===== src/rtl/qvr_pkg.sv =====
// ----------------------------------------------------------------------------
// qvr_pkg
// shared types and constants of the quaternion rotate core
// ----------------------------------------------------------------------------
package qvr_pkg;

  localparam int unsigned QueueDepth = 4;
  localparam int unsigned QueuePtrW  = $clog2(QueueDepth);
  localparam int unsigned DivSteps   = 16;
  localparam int unsigned NumW       = 51;
  localparam int unsigned DenW       = 34;

  typedef struct packed {
    logic signed [15:0] q_w;
    logic signed [15:0] q_x;
    logic signed [15:0] q_y;
    logic signed [15:0] q_z;
    logic signed [15:0] v_x;
    logic signed [15:0] v_y;
    logic signed [15:0] v_z;
    logic               ident;
  } item_t;

  typedef struct packed {
    logic empty;
    logic full;
  } qstat_t;

  typedef struct packed {
    logic               ident;
    logic signed [15:0] v_x;
    logic signed [15:0] v_y;
    logic signed [15:0] v_z;
  } side_t;

endpackage


===== src/rtl/qvr_front.sv =====
// ----------------------------------------------------------------------------
// qvr_front
// input register; flags a zero quaternion as identity
// ----------------------------------------------------------------------------
module qvr_front (
  input  logic                clk_i,
  input  logic                rst_ni,
  input  logic                valid_i,
  output logic                stall_o,
  input  logic signed [15:0]  q_w_i,
  input  logic signed [15:0]  q_x_i,
  input  logic signed [15:0]  q_y_i,
  input  logic signed [15:0]  q_z_i,
  input  logic signed [15:0]  v_x_i,
  input  logic signed [15:0]  v_y_i,
  input  logic signed [15:0]  v_z_i,
  input  qvr_pkg::qstat_t     qstat_i,
  output logic                push_o,
  output qvr_pkg::item_t      item_o
);

  logic           f_v_q, f_v_d;
  qvr_pkg::item_t f_q, f_d;
  logic           accept;

  assign stall_o = f_v_q && qstat_i.full;
  assign accept  = valid_i && !stall_o;
  assign push_o  = f_v_q && !qstat_i.full;
  assign item_o  = f_q;

  always_comb begin
    f_d       = f_q;
    f_d.q_w   = q_w_i;
    f_d.q_x   = q_x_i;
    f_d.q_y   = q_y_i;
    f_d.q_z   = q_z_i;
    f_d.v_x   = v_x_i;
    f_d.v_y   = v_y_i;
    f_d.v_z   = v_z_i;
    // all-zero quaternion has n == 0
    f_d.ident = (q_w_i == '0) && (q_x_i == '0) && (q_y_i == '0) && (q_z_i == '0);
    if (accept) begin
      f_v_d = 1'b1;
    end else if (push_o) begin
      f_v_d = 1'b0;
    end else begin
      f_v_d = f_v_q;
    end
  end

  always_ff @(posedge clk_i or negedge rst_ni) begin
    if (!rst_ni) begin
      f_v_q <= 1'b0;
    end else begin
      f_v_q <= f_v_d;
    end
  end

  always_ff @(posedge clk_i) begin
    if (accept) begin
      f_q <= f_d;
    end
  end

endmodule


===== config.mk =====
export PLATFORM = sky130hd
export DESIGN_NAME = qvr_front
export DESIGN_NICKNAME = d
export VERILOG_FILES = /design/src/rtl/qvr_pkg.sv /design/src/rtl/qvr_front.sv
export SDC_FILE = /design/constraint.sdc
export NUM_CORES = 1
export LEC_CHECK = 0
export ABC_AREA = 1
export BUFFER_PORTS_ARGS = -buffer_cell sky130_fd_sc_hd__buf_2
export CAP_MARGIN = 10
export CORE_ASPECT_RATIO = 1.4
export CORE_MARGIN = 2
export CORE_UTILIZATION = 42
export DETAILED_ROUTE_END_ITERATION = 16
export GPL_ROUTABILITY_DRIVEN = 0
export HOLD_SLACK_MARGIN = 0.12
export PLACE_DENSITY = 0.88
export SYNTH_ARGS = -nofsm -noshare
export SYNTH_HDL_FRONTEND = slang
export SYNTH_SLANG_ARGS = --single-unit
export TNS_END_PERCENT = 30

===== constraint.sdc =====
create_clock -name clk_i -period 7.5 [get_ports clk_i]
set_clock_uncertainty 0.05 [all_clocks]
set_input_delay 1.125 -clock clk_i [delete_from_list [all_inputs] [get_ports clk_i]]
set_output_delay 1.125 -clock clk_i [all_outputs]
set_load 0.005 [all_outputs]

==> results.cfg <==
[sta]
max_slew_margin = 0.503
tightest_slew_ns = 0.746
hold_viol = 0
fin_crit_sh = 0.378
setup_violations = 0
drv_slew = 0
min_period_ns = 2.83
fmax_mhz = 353
tns_ns = 0
rsz0062_at_grt = false

[cells_and_area]
final_common_cell = buf_2
area_growth_syn_to_layout_pct = 48.2
nFillCells = 639
regArea_um2 = 3420
multi_input_area_um2 = 255
num_antenna_cells = 0
finalNetCount = 564
final_cell_mix = buf_2 (230), edfxtp_1 (113), nor2_1 (32)
drive_gt1_frac = 0.560

[global_route]
grt_max_degree = 61
grt_pass1_wl_mm = 13.2
grt_overflow = 0
grt_use_total = 0.185
grt_pass1_vias = 2749
grt_antenna_before_repair = 0

[pwr]
combPwrFrac = 0.064
p_total_uw = 1530
p_sw_uw = 303
vdd_drop_max_mv = 0.170
power.internal_uw = 1230
seqPwrFrac = 0.492
p_leak_uw = 0.00247
swShare = 0.198
pwr-share-clk = 0.444
powerDensity_nw_per_um2 = 276

[setup_path]
r2r_start = f_v_q$_DFFE_PN0P_
cp-end-kind = flop
r2r_setup_slack_ns = 5.12
r2r_cells = 5
setup.worst_path.class = in -> reg
crit_path_max_fanout = 60
start_kind = input pin
crit_arrival_ns = 2.80
required_ns = 7.47
rr_endpoint = item_o[56]$_DFFE_PP_

[synthesis]
yosys.area.top_type = edfxtp_1
synth_nets = 313
syn_inst = 196
synth_area_leaders = edfxtp_1 (90%), nor2_1 (3.3%), inv_1 (2.3%)
yosys.area.top_type_share = 0.904
yosys_warnings = 0
syn-cell-area_um2 = 3750
yosysSeqAreaShare = 0.911
syn_area_per_cell_um2 = 19.1
yosys.cell_types.count = 9
synth-seq-cells = 114

[cts]
cts_tree = built
clk_latency_ns = 0.39
cts.hold.buffers_added = 0
cts_resized = 0
cts-root-buf = clkbuf_16
path_clk_slew_ns = 0.05
ctsLongestPathBuffers = 2
post_cts_buffers = 0
numCtsBuffers = 17
h-tree-depth = 4
clock_sinks = 114

[route]
dr_wl_met2_mm = 4.98
drt_iter0_markers = 113
num_vias = 2567
first_pass_iters = 4
drt-total-wl_mm = 8.93
topRoutingLayerUsed = met4
wl_per_cell_um = 15.9
wl_met3_um = 779
viasPerCell = 4.57
drc = 0
final_antenna_net_count = 0
drt-met1-wl_mm = 3.01

[run]
maxCapViolCount = 0

[place]
port_buffers = 230
hpwl_mm = 6.86

[floorplanning]
rows = 40
num_io_pins = 232
start_util = 0.433
die_y_um = 116
fp.dieArea_um2 = 9720
dieWidth_um = 83.9
core_area_um2 = 8660

[run_status]
outcome = finished, final reports clean

[hold_path]
hold_class = in -> async
how the worst max path moves through the flow:
stage	from	end	slack (ns)
after detailed placement	qstat_i[0]	item_o[53]$_DFFE_PP_	4.26
after global routing	qstat_i[0]	item_o[59]$_DFFE_PP_	4.57
after floorplan	qstat_i[0]	item_o[0]$_DFFE_PP_	0.88
after CTS	qstat_i[0]	item_o[53]$_DFFE_PP_	4.68
final	qstat_i[0]	item_o[56]$_DFFE_PP_	4.67
after global placement	qstat_i[0]	item_o[61]$_DFFE_PP_	4.40
cells in the mapped netlist (all sizes together):
cell type  number
edfxtp        113
nand4           4
nand2          18
dfrtp           1
nor2           34
inv            23
and2            3
stage by stage:
step	instances	hold WS (ns)	area, µm²	setup slack [ns]	util
2_1_floorplan	196	0.406	3750	0.884	-
3_3_place_gp	533	0.419	5060	4.40	0.584
3_5_place_dp	533	0.469	5060	4.26	0.584
4_1_cts	562	0.426	5560	4.68	0.642
5_1_grt	562	0.423	5560	4.57	0.642
6_report	562	0.448	5560	4.67	0.642
layout make-up:
type / count / area share
timing repair buffer: 232 / 0.210
inverter: 23 / 0.0155
tap: 105 / 0.0236
sequential: 114 / 0.615
clock buffer: 18 / 0.0772
clock inverter: 11 / 0.0133
multi-input combinational: 59 / 0.0459
kinds of logic after synthesis:
group | Yosys count | synth area share
buffers and inverters | 23 | 0.0230
flip-flops | 114 | 0.911
AND/OR/NAND/NOR | 59 | 0.0660
layer usage:
layer,track usage,up-vias
met4,0.0849,0
met3,0.0933,17
li1,-,1204
met5,0,-
met2,0.327,144
met1,0.182,1202
power by group through the flow:
stage	Combinational (µW)	Clock, µW	Sequential, µW
after CTS	100	695	754
after floorplan	18.8	0	776
after global placement	95.1	0	763
final	98.4	680	753
after global routing	109	725	756
after detailed placement	100	0	765
critical path, cell delays in order:
cell	delay, ns
buf_2	0.11
nand2_1	0.09
inv_1	0.08
nor2_4	0.07
buf_4	0.53
buf_4	0.71
state kept, by name (all words and copies together) (netlist names):
name    count
f_v_q       1
item_o    113
(Power assumes the default switching activity.)
