### src/rtl/qvr_pkg.sv
// ----------------------------------------------------------------------------
// qvr_pkg
// shared types and constants of the quaternion rotate core
// ----------------------------------------------------------------------------
package qvr_pkg;

  localparam int unsigned QueueDepth = 4;
  localparam int unsigned QueuePtrW  = $clog2(QueueDepth);
  localparam int unsigned DivSteps   = 16;
  localparam int unsigned NumW       = 51;
  localparam int unsigned DenW       = 34;

  typedef struct packed {
    logic signed [15:0] q_w;
    logic signed [15:0] q_x;
    logic signed [15:0] q_y;
    logic signed [15:0] q_z;
    logic signed [15:0] v_x;
    logic signed [15:0] v_y;
    logic signed [15:0] v_z;
    logic               ident;
  } item_t;

  typedef struct packed {
    logic empty;
    logic full;
  } qstat_t;

  typedef struct packed {
    logic               ident;
    logic signed [15:0] v_x;
    logic signed [15:0] v_y;
    logic signed [15:0] v_z;
  } side_t;

endpackage

### src/rtl/qvr_queue.sv
// ----------------------------------------------------------------------------
// qvr_queue
// small fifo between front and back
// ----------------------------------------------------------------------------
module qvr_queue (
  input  logic            clk_i,
  input  logic            rst_ni,
  input  logic            push_i,
  input  qvr_pkg::item_t  item_i,
  input  logic            pop_i,
  output qvr_pkg::item_t  item_o,
  output qvr_pkg::qstat_t qstat_o
);

  qvr_pkg::item_t                   mem_q [qvr_pkg::QueueDepth];
  logic [qvr_pkg::QueuePtrW-1:0]    wr_q, rd_q;
  logic [qvr_pkg::QueuePtrW:0]      cnt_q;
  logic                             do_push, do_pop;

  assign qstat_o.empty = (cnt_q == '0);
  assign qstat_o.full  = (cnt_q == (qvr_pkg::QueuePtrW+1)'(qvr_pkg::QueueDepth));
  assign do_push       = push_i && !qstat_o.full;
  assign do_pop        = pop_i && !qstat_o.empty;
  assign item_o        = mem_q[rd_q];

  always_ff @(posedge clk_i or negedge rst_ni) begin
    if (!rst_ni) begin
      wr_q  <= '0;
      rd_q  <= '0;
      cnt_q <= '0;
    end else begin
      if (do_push) begin
        wr_q <= wr_q + 1'b1;
      end
      if (do_pop) begin
        rd_q <= rd_q + 1'b1;
      end
      if (do_push && !do_pop) begin
        cnt_q <= cnt_q + 1'b1;
      end else if (do_pop && !do_push) begin
        cnt_q <= cnt_q - 1'b1;
      end
    end
  end

  always_ff @(posedge clk_i) begin
    if (do_push) begin
      mem_q[wr_q] <= item_i;
    end
  end

endmodule

### config.mk
export PLATFORM = sky130hd
export DESIGN_NAME = qvr_queue
export DESIGN_NICKNAME = d
export VERILOG_FILES = /design/src/rtl/qvr_pkg.sv /design/src/rtl/qvr_queue.sv
export SDC_FILE = /design/constraint.sdc
export NUM_CORES = 1
export LEC_CHECK = 0
export ABC_AREA = 1
export BUFFER_PORTS_ARGS = -buffer_cell sky130_fd_sc_hd__buf_4
export CAP_MARGIN = 20
export CORE_MARGIN = 2
export CORE_UTILIZATION = 62
export CTS_CLUSTER_DIAMETER = 100
export DETAILED_ROUTE_END_ITERATION = 10
export HOLD_SLACK_MARGIN = 0.06
export PLACE_DENSITY_LB_ADDON = 0.2
export RECOVER_POWER = 50
export REMOVE_ABC_BUFFERS = 1
export SLEW_MARGIN = 5
export SYNTH_ARGS = -nofsm -noshare
export SYNTH_HDL_FRONTEND = slang
export SYNTH_SLANG_ARGS = --single-unit
### constraint.sdc
create_clock -name clk_i -period 14.7 [get_ports clk_i]
set_input_delay 1.47 -clock clk_i [delete_from_list [all_inputs] [get_ports clk_i]]
set_output_delay 1.47 -clock clk_i [all_outputs]
set_load 0.01 [all_outputs]
==> results by group, run 1 <==
Layout
  • P&R area growth vs syn: 16.15%
  • Most common cell after layout, fill and taps aside: edfxtp_1
  • Total Nets Final: about 1700
  • Post-layout util: about three quarters
  • Commonest cells after routing, fill and taps aside: edfxtp_1 (452), nand2_1 (357), inv_1 (241)
  • Share of layout cells above drive strength 1: 11.87%

Critical path
  • Req. time, crit path: 13230 ps
  • Worst-path fanout max: 280
  • Critical path launch point type: flop
  • Crit path kind: reg -> out
  • CP arrival: 7420 ps
  • CP endpoint kind: primary output
  • Worst reg2reg setup slack: between 8000 and 9000 ps

Floorplan
  • # rows: 62
  • Core area: 28860 sq um
  • Initial Utilization: 63.29%
  • Die width: 175.6 um
  • Top-Level Pins: between 200 and 250
  • Die extent in y: 175.6 um
  • Die footprint: between 30000 and 40000 sq um

Placed design
  • Final HPWL DP: 19820 um
  • Routability cong.: around 0.77
  • Pre-CTS WS: 10360 ps
  • PortBufs: 231

Route
  • Detailed Routing Iterations Pass 1: 5
  • Detail Route Antenna Nets: 0
  • DRC viols: 0
  • Vias: 10749
  • WL final: 34910 um
  • Wire per inst: ~17 um
  • DR vias/cell: 5.329
  • Initial DRC Count: 845

Timing
  • Final hold vios: 0
  • Final setup violating endpoints: 0
  • Final WS setup: 5811 ps
  • RSZ-0062 raised after global routing: no
  • Setup TNS: 0 ps
  • Slew headroom: -266.4%
  • Final Cycle Share: between 60% and 70%
  • Tmin final: 8889 ps
  • Fmax: 112.5 MHz
  • Worst slew pin tran: roughly 5500 ps
  • Final Skew: 8.077 ps
  • Max Slew Vio Count: 331

Synth
  • Fraction of registers with async set/reset: 1.525%
  • Top cell type by total area after synthesis: edfxtp_1
  • Synth cell types: 17
  • Synth area leaders: edfxtp_1 (74%), o211ai_1 (9.3%), nand2_1 (7.3%)
  • Post-Synthesis Cells: around 1400
  • Synth Register Bits: 459
  • Share of the synthesized area in the top cell type: 74.32%
  • Top_reg_cell synth: edfxtp_1
  • Synthesis Warnings: 0
  • Post-Syn Area: approximately 18000 sq um
  • Mean post-synth cell area: ~13 sq um
  • EDFF count, synth: 452
  • Seq/Total Area, Yosys: 75.28%

Clock network
  • CTS Hold Bufs: 0
  • Clk_lat worst skew: ~530 ps
  • Clock root cell: clkbuf_16
  • Clock Pin Slew Worst Setup and Hold Paths: 60 ps
  • # H-tree levels: 2
  • Post-cts resize count: 0
  • Num CTS Buffers: 45
  • Post-CTS setup buffers: 0
  • Clock Path Buffers: 3
  • Num Clock Sinks: 459
  • CTS tree: built

Power
  • P_leak: 8.308 nW
  • Gate power share: 34.0%
  • Clock power frac: 25.2%
  • Internal power: about 0.0030 W
  • Part of the power in registers: approximately two fifths
  • Power per cell area: 209.1 nW/um^2
  • VDD IR max: about 0.23 mV
  • Switch share: 32.82%
  • Sw power: 0.001456 W

Run status
  • Status: complete, but fails checks
  • Failing checks: max-capacitance violations, max-slew violations

Global route
  • GRT Overall Usage: 22.83%
  • Global route total overflow: 0
  • Initial antenna violation count: 8
  • First-pass GRT wire length: 53990 um
  • Largest net degree at the start of global routing: roughly 280
  • Via count of the first global-routing pass: 10555

Flow run
  • Max Cap Viol: 4

Worst hold path
  • Worst Hold Class: reg -> reg
==> worst max-delay path: stages, from the launching register on <==
cell and delay [ps]:
dfrtp_1 380, clkinvlp_2 3990, buf_12 1500, o211ai_1 440, nand2_1 150, buf_4 170
==> path summary, 6_finish.rpt <==
check                                     from                    to  cells past startpoint
setup reg to reg           rd_q[0]$_DFFE_PN0P_   rd_q[0]$_DFFE_PN0P_                      3
min in group asynchronous               rst_ni  cnt_q[2]$_DFFE_PN0P_                      1
hold reg to reg            rd_q[0]$_DFFE_PN0P_   rd_q[0]$_DFFE_PN0P_                      2
setup / recovery           rd_q[0]$_DFFE_PN0P_           item_o[102]                      5
max in group asynchronous               rst_ni   rd_q[1]$_DFFE_PN0P_                      1
hold / removal             rd_q[0]$_DFFE_PN0P_   rd_q[0]$_DFFE_PN0P_                      2
==> power by group through the flow <==
stage | sequential [W] | combinational (W) | clock (W)
floorplan | 0.00186 | 0.000860 | 0
global placement | 0.00182 | 0.00146 | 0
detailed placement | 0.00183 | 0.00149 | 0
CTS | 0.00181 | 0.00150 | 0.00113
global route | 0.00183 | 0.00166 | 0.00119
finish | 0.00181 | 0.00151 | 0.00112
==> area by class of cell <==
| type | count | area, sq um |
|---|---|---|
| Fill cell | 1897 | 7644 |
| Clock inverter | 19 | 221.5 |
| Clock buffer | 60 | 1225 |
| Tap cell | 384 | 480.5 |
| Sequential cell | 459 | 13750 |
| Inverter | 243 | 915.9 |
| Multi-Input combinational cell | 603 | 3212 |
| Antenna cell | 7 | 17.52 |
| Timing Repair Buffer | 242 | 1390 |
==> synth_stat cells, types with 2 or more instances <==
| library cell | count |
|---|---|
| dfrtp_1 | 7 |
| buf_4 | 2 |
| edfxtp_1 | 452 |
| buf_6 | 12 |
| nand3_1 | 7 |
| ha_1 | 5 |
| inv_1 | 241 |
| nand2_1 | 357 |
| o211ai_1 | 226 |
| buf_2 | 28 |
| nor2_1 | 4 |
| inv_2 | 2 |
| clkbuf_1 | 33 |
==> registers in the layout (all words and copies together) (netlist names) <==
signal,flops
cnt_q,3
mem_q,452
rd_q,2
wr_q,2
==> logic make-up after synthesis <==
family	Yosys count	synth area share [%]
buffers and inverters	318	7.262
XOR/XNOR	1	0.04796
adder cells (fa/ha/maj)	6	0.4522
AND/OR/NAND/NOR	369	7.645
flip-flops	459	75.28
AO/OA/AOI/OAI	227	9.317
==> metal layers <==
layer	wire length, um	up-vias	part of all wire [%]	track usage (%)
met5	25	-	0.072	0
met4	891	4	2.6	8.058
met3	2602	64	7.5	5.801
met2	17480	296	50	38.68
met1	13920	5130	40	28.90
li1	-	5255	-	-
==> through the flow <==
step	std cells	area [sq um]	power, W	hold WS (ps)
final	2017	21210	0.004435	526.2
after global routing	2013	21200	0.004686	557.4
after CTS	2010	21650	0.004443	522.9
after detailed placement	1931	20200	0.003327	509.0
after global placement	1931	20200	0.003283	482.9
after floorplan	1305	17850	0.002722	462.8
(Power assumes the default switching activity.)
==> run 2, diff against run 1 <==
- CORE_UTILIZATION: 62 -> 52
- clock period: 14.7 -> 8.14 ns (I/O delays scaled with it)
==> results by group, run 2 (synthesis results as in run 1) <==
Floorplan
  • # rows: 68 (+9.7%)
  • Top-Level Pins: 232 (unchanged)
  • Die footprint: 36640 sq um (+19%)
  • Initial Utilization: 52.87% (-10 points)
  • Die width: 191.4 um (+9.0%)
  • Die extent in y: 191.4 um (+9.0%)
  • Core area: 34540 sq um (+20%)

Timing
  • Setup TNS: 0 ps (unchanged)
  • Final setup violating endpoints: 0 (unchanged)
  • Worst slew pin tran: 2874 ps (-2592 ps)
  • Final hold vios: 0 (unchanged)
  • Final Cycle Share: 56.91%
  • Max Slew Vio Count: 91 (-73%)
  • RSZ-0062 raised after global routing: no
  • Slew headroom: -91.58% (+170 points)
  • Tmin final: between 4000 and 5000 ps
  • Final Skew: 14.58 ps (+6.507 ps)
  • Fmax: 215.9 MHz

Clock network
  • Clk_lat worst skew: 540 ps (about the same)
  • Num CTS Buffers: 46 (+2.2%)
  • CTS tree: built
  • CTS Hold Bufs: 0 (unchanged)
  • Clock Pin Slew Worst Setup and Hold Paths: 60 ps (about the same)
  • Num Clock Sinks: 459 (unchanged)
  • Clock root cell: clkbuf_16
  • Clock Path Buffers: 3 (unchanged)
  • Post-CTS setup buffers: 0 (unchanged)
  • # H-tree levels: 2 (unchanged)
  • Post-cts resize count: 0 (unchanged)

Power
  • P_leak: 8.341 nW (+0.39%)
  • Power per cell area: 374.4 nW/um^2 (+79%)
  • VDD IR max: 0.2963 mV (+30%)

Critical path
  • Worst Setup SP: cnt_q[0]$_DFFE_PN0P_
  • Worst reg2reg setup slack: 3510 ps (-5380 ps)
  • Critical path launch point type: flop
  • Req. time, crit path: 8290 ps (-4940 ps)
  • CP endpoint kind: flop
  • Register-to-Register Path Depth: 6 (+3)
  • Worst-path fanout max: 70 (-75%)
  • Worst r2r dst: mem_q[3][29]$_DFFE_PP_
  • CP arrival: 4780 ps (-2640 ps)
  • Worst r2r src: cnt_q[0]$_DFFE_PN0P_
  • Crit path kind: reg -> reg

Layout
  • Regs by FF count: mem_q: 452 flops, cnt_q: 3 flops
  • Design Area, Final: 21380 sq um (+0.76%)
  • Reg with most FFs: mem_q
  • Share of layout cells above drive strength 1: 11.96% (+0.086 points)
  • Layout filler cell count: 2715 (+43%)
  • Most common cell after layout, fill and taps aside: edfxtp_1
  • P&R area growth vs syn: 17.04%
  • Post-layout util: 61.88% (-12 points)
  • Largest register FFs: 452 (unchanged)
  • Total Nets Final: 1717 (unchanged)
  • Commonest cells after routing, fill and taps aside: edfxtp_1 (452), nand2_1 (357), inv_1 (241)

Global route
  • Initial antenna violation count: 4 (-4)
  • Global route total overflow: 0 (unchanged)
  • Via count of the first global-routing pass: 10390 (-1.6%)
  • Largest net degree at the start of global routing: 262 (-6.8%)
  • GRT Overall Usage: 20.01% (-2.8 points)
  • First-pass GRT wire length: 56380 um (+4.4%)

Route
  • Detail Route Antenna Nets: 0 (unchanged)
  • Detailed Routing Iterations Pass 1: 5 (unchanged)
  • Initial DRC Count: 861 (+1.9%)
  • Vias: 10679 (-0.65%)
  • WL final: 36200 um (+3.7%)
  • DR vias/cell: 5.114 (-4.0%)
  • DRC viols: 0 (unchanged)
  • Wire per inst: 17.34 um (+0.17%)

Placed design
  • Final HPWL DP: 20690 um (+4.4%)
  • Placed instance area: 20300 sq um (+0.46%)
  • PortBufs: 231 (unchanged)
  • Routability cong.: 0.7308 (-4.5%)

Worst hold path
  • Worst Hold Class: in -> async

Run status
  • Failing checks: max-capacitance violations, max-slew violations
  • Status: complete, but fails checks

Flow run
  • Max Cap Viol: 2 (-2)
-- run 2: per-layer routing --
layer / GRT usage [%] / up-vias / share of wire, %
li1: - / 5259 / -
met1: 27.39 / 5083 / 43
met2: 32.70 / 276 / 47
met3: 4.388 / 57 / 7.2
met4: 5.266 / 4 / 2.0
met5: 0 / - / 0.069
-- run 2: final cells by class --
class                      instances  area (sq um)  area share, %
antenna                            2         5.005        0.02341
inverter                         243         922.1          4.314
sequential                       459         13750          64.33
tap                              455         569.3          2.663
multi-input combinational        603          3219          15.06
timing repair buffer             241          1399          6.544
clock inverter                    25         241.5          1.130
clock buffer                      60          1267          5.930
-- run 2: worst max-delay path by stage --
stage,end,slack [ps],depth (start not counted)
global route,mem_q[3][29]$_DFFE_PP_,3080,6
floorplan,mem_q[0][0]$_DFFE_PP_,1900,2
CTS,item_o[3],4080,5
global placement,item_o[14],4670,5
finish,mem_q[3][29]$_DFFE_PP_,3510,6
detailed placement,item_o[53],4660,6
-- run 2: where the power goes --
| part | switching, W | internal (W) | leakage (nW) |
|---|---|---|---|
| Combinational | 0.00169 | 0.000980 | 3.38 |
| Clock | 0.000825 | 0.00125 | 0.732 |
| Sequential | 0.000139 | 0.00312 | 4.22 |
-- run 2: per-stage QoR --
stage	setup slack [ps]	instances	hold WS, ps	power (W)
floorplan	1896	1305	462.8	0.004915
global placement	4668	2001	480.9	0.005995
detailed placement	4664	2001	494.7	0.006049
CTS	4080	2086	67.02	0.008128
global route	3085	2086	196.1	0.008495
finish	3508	2088	190.7	0.008003
-- run 2: worst max-delay path, cell delays in order (launching register included) --
cell	delay [ps]
dfrtp_1	410
inv_1	80
nand3_1	140
nand2_1	300
nor2_4	150
clkbuf_1	2050
buf_4	1070
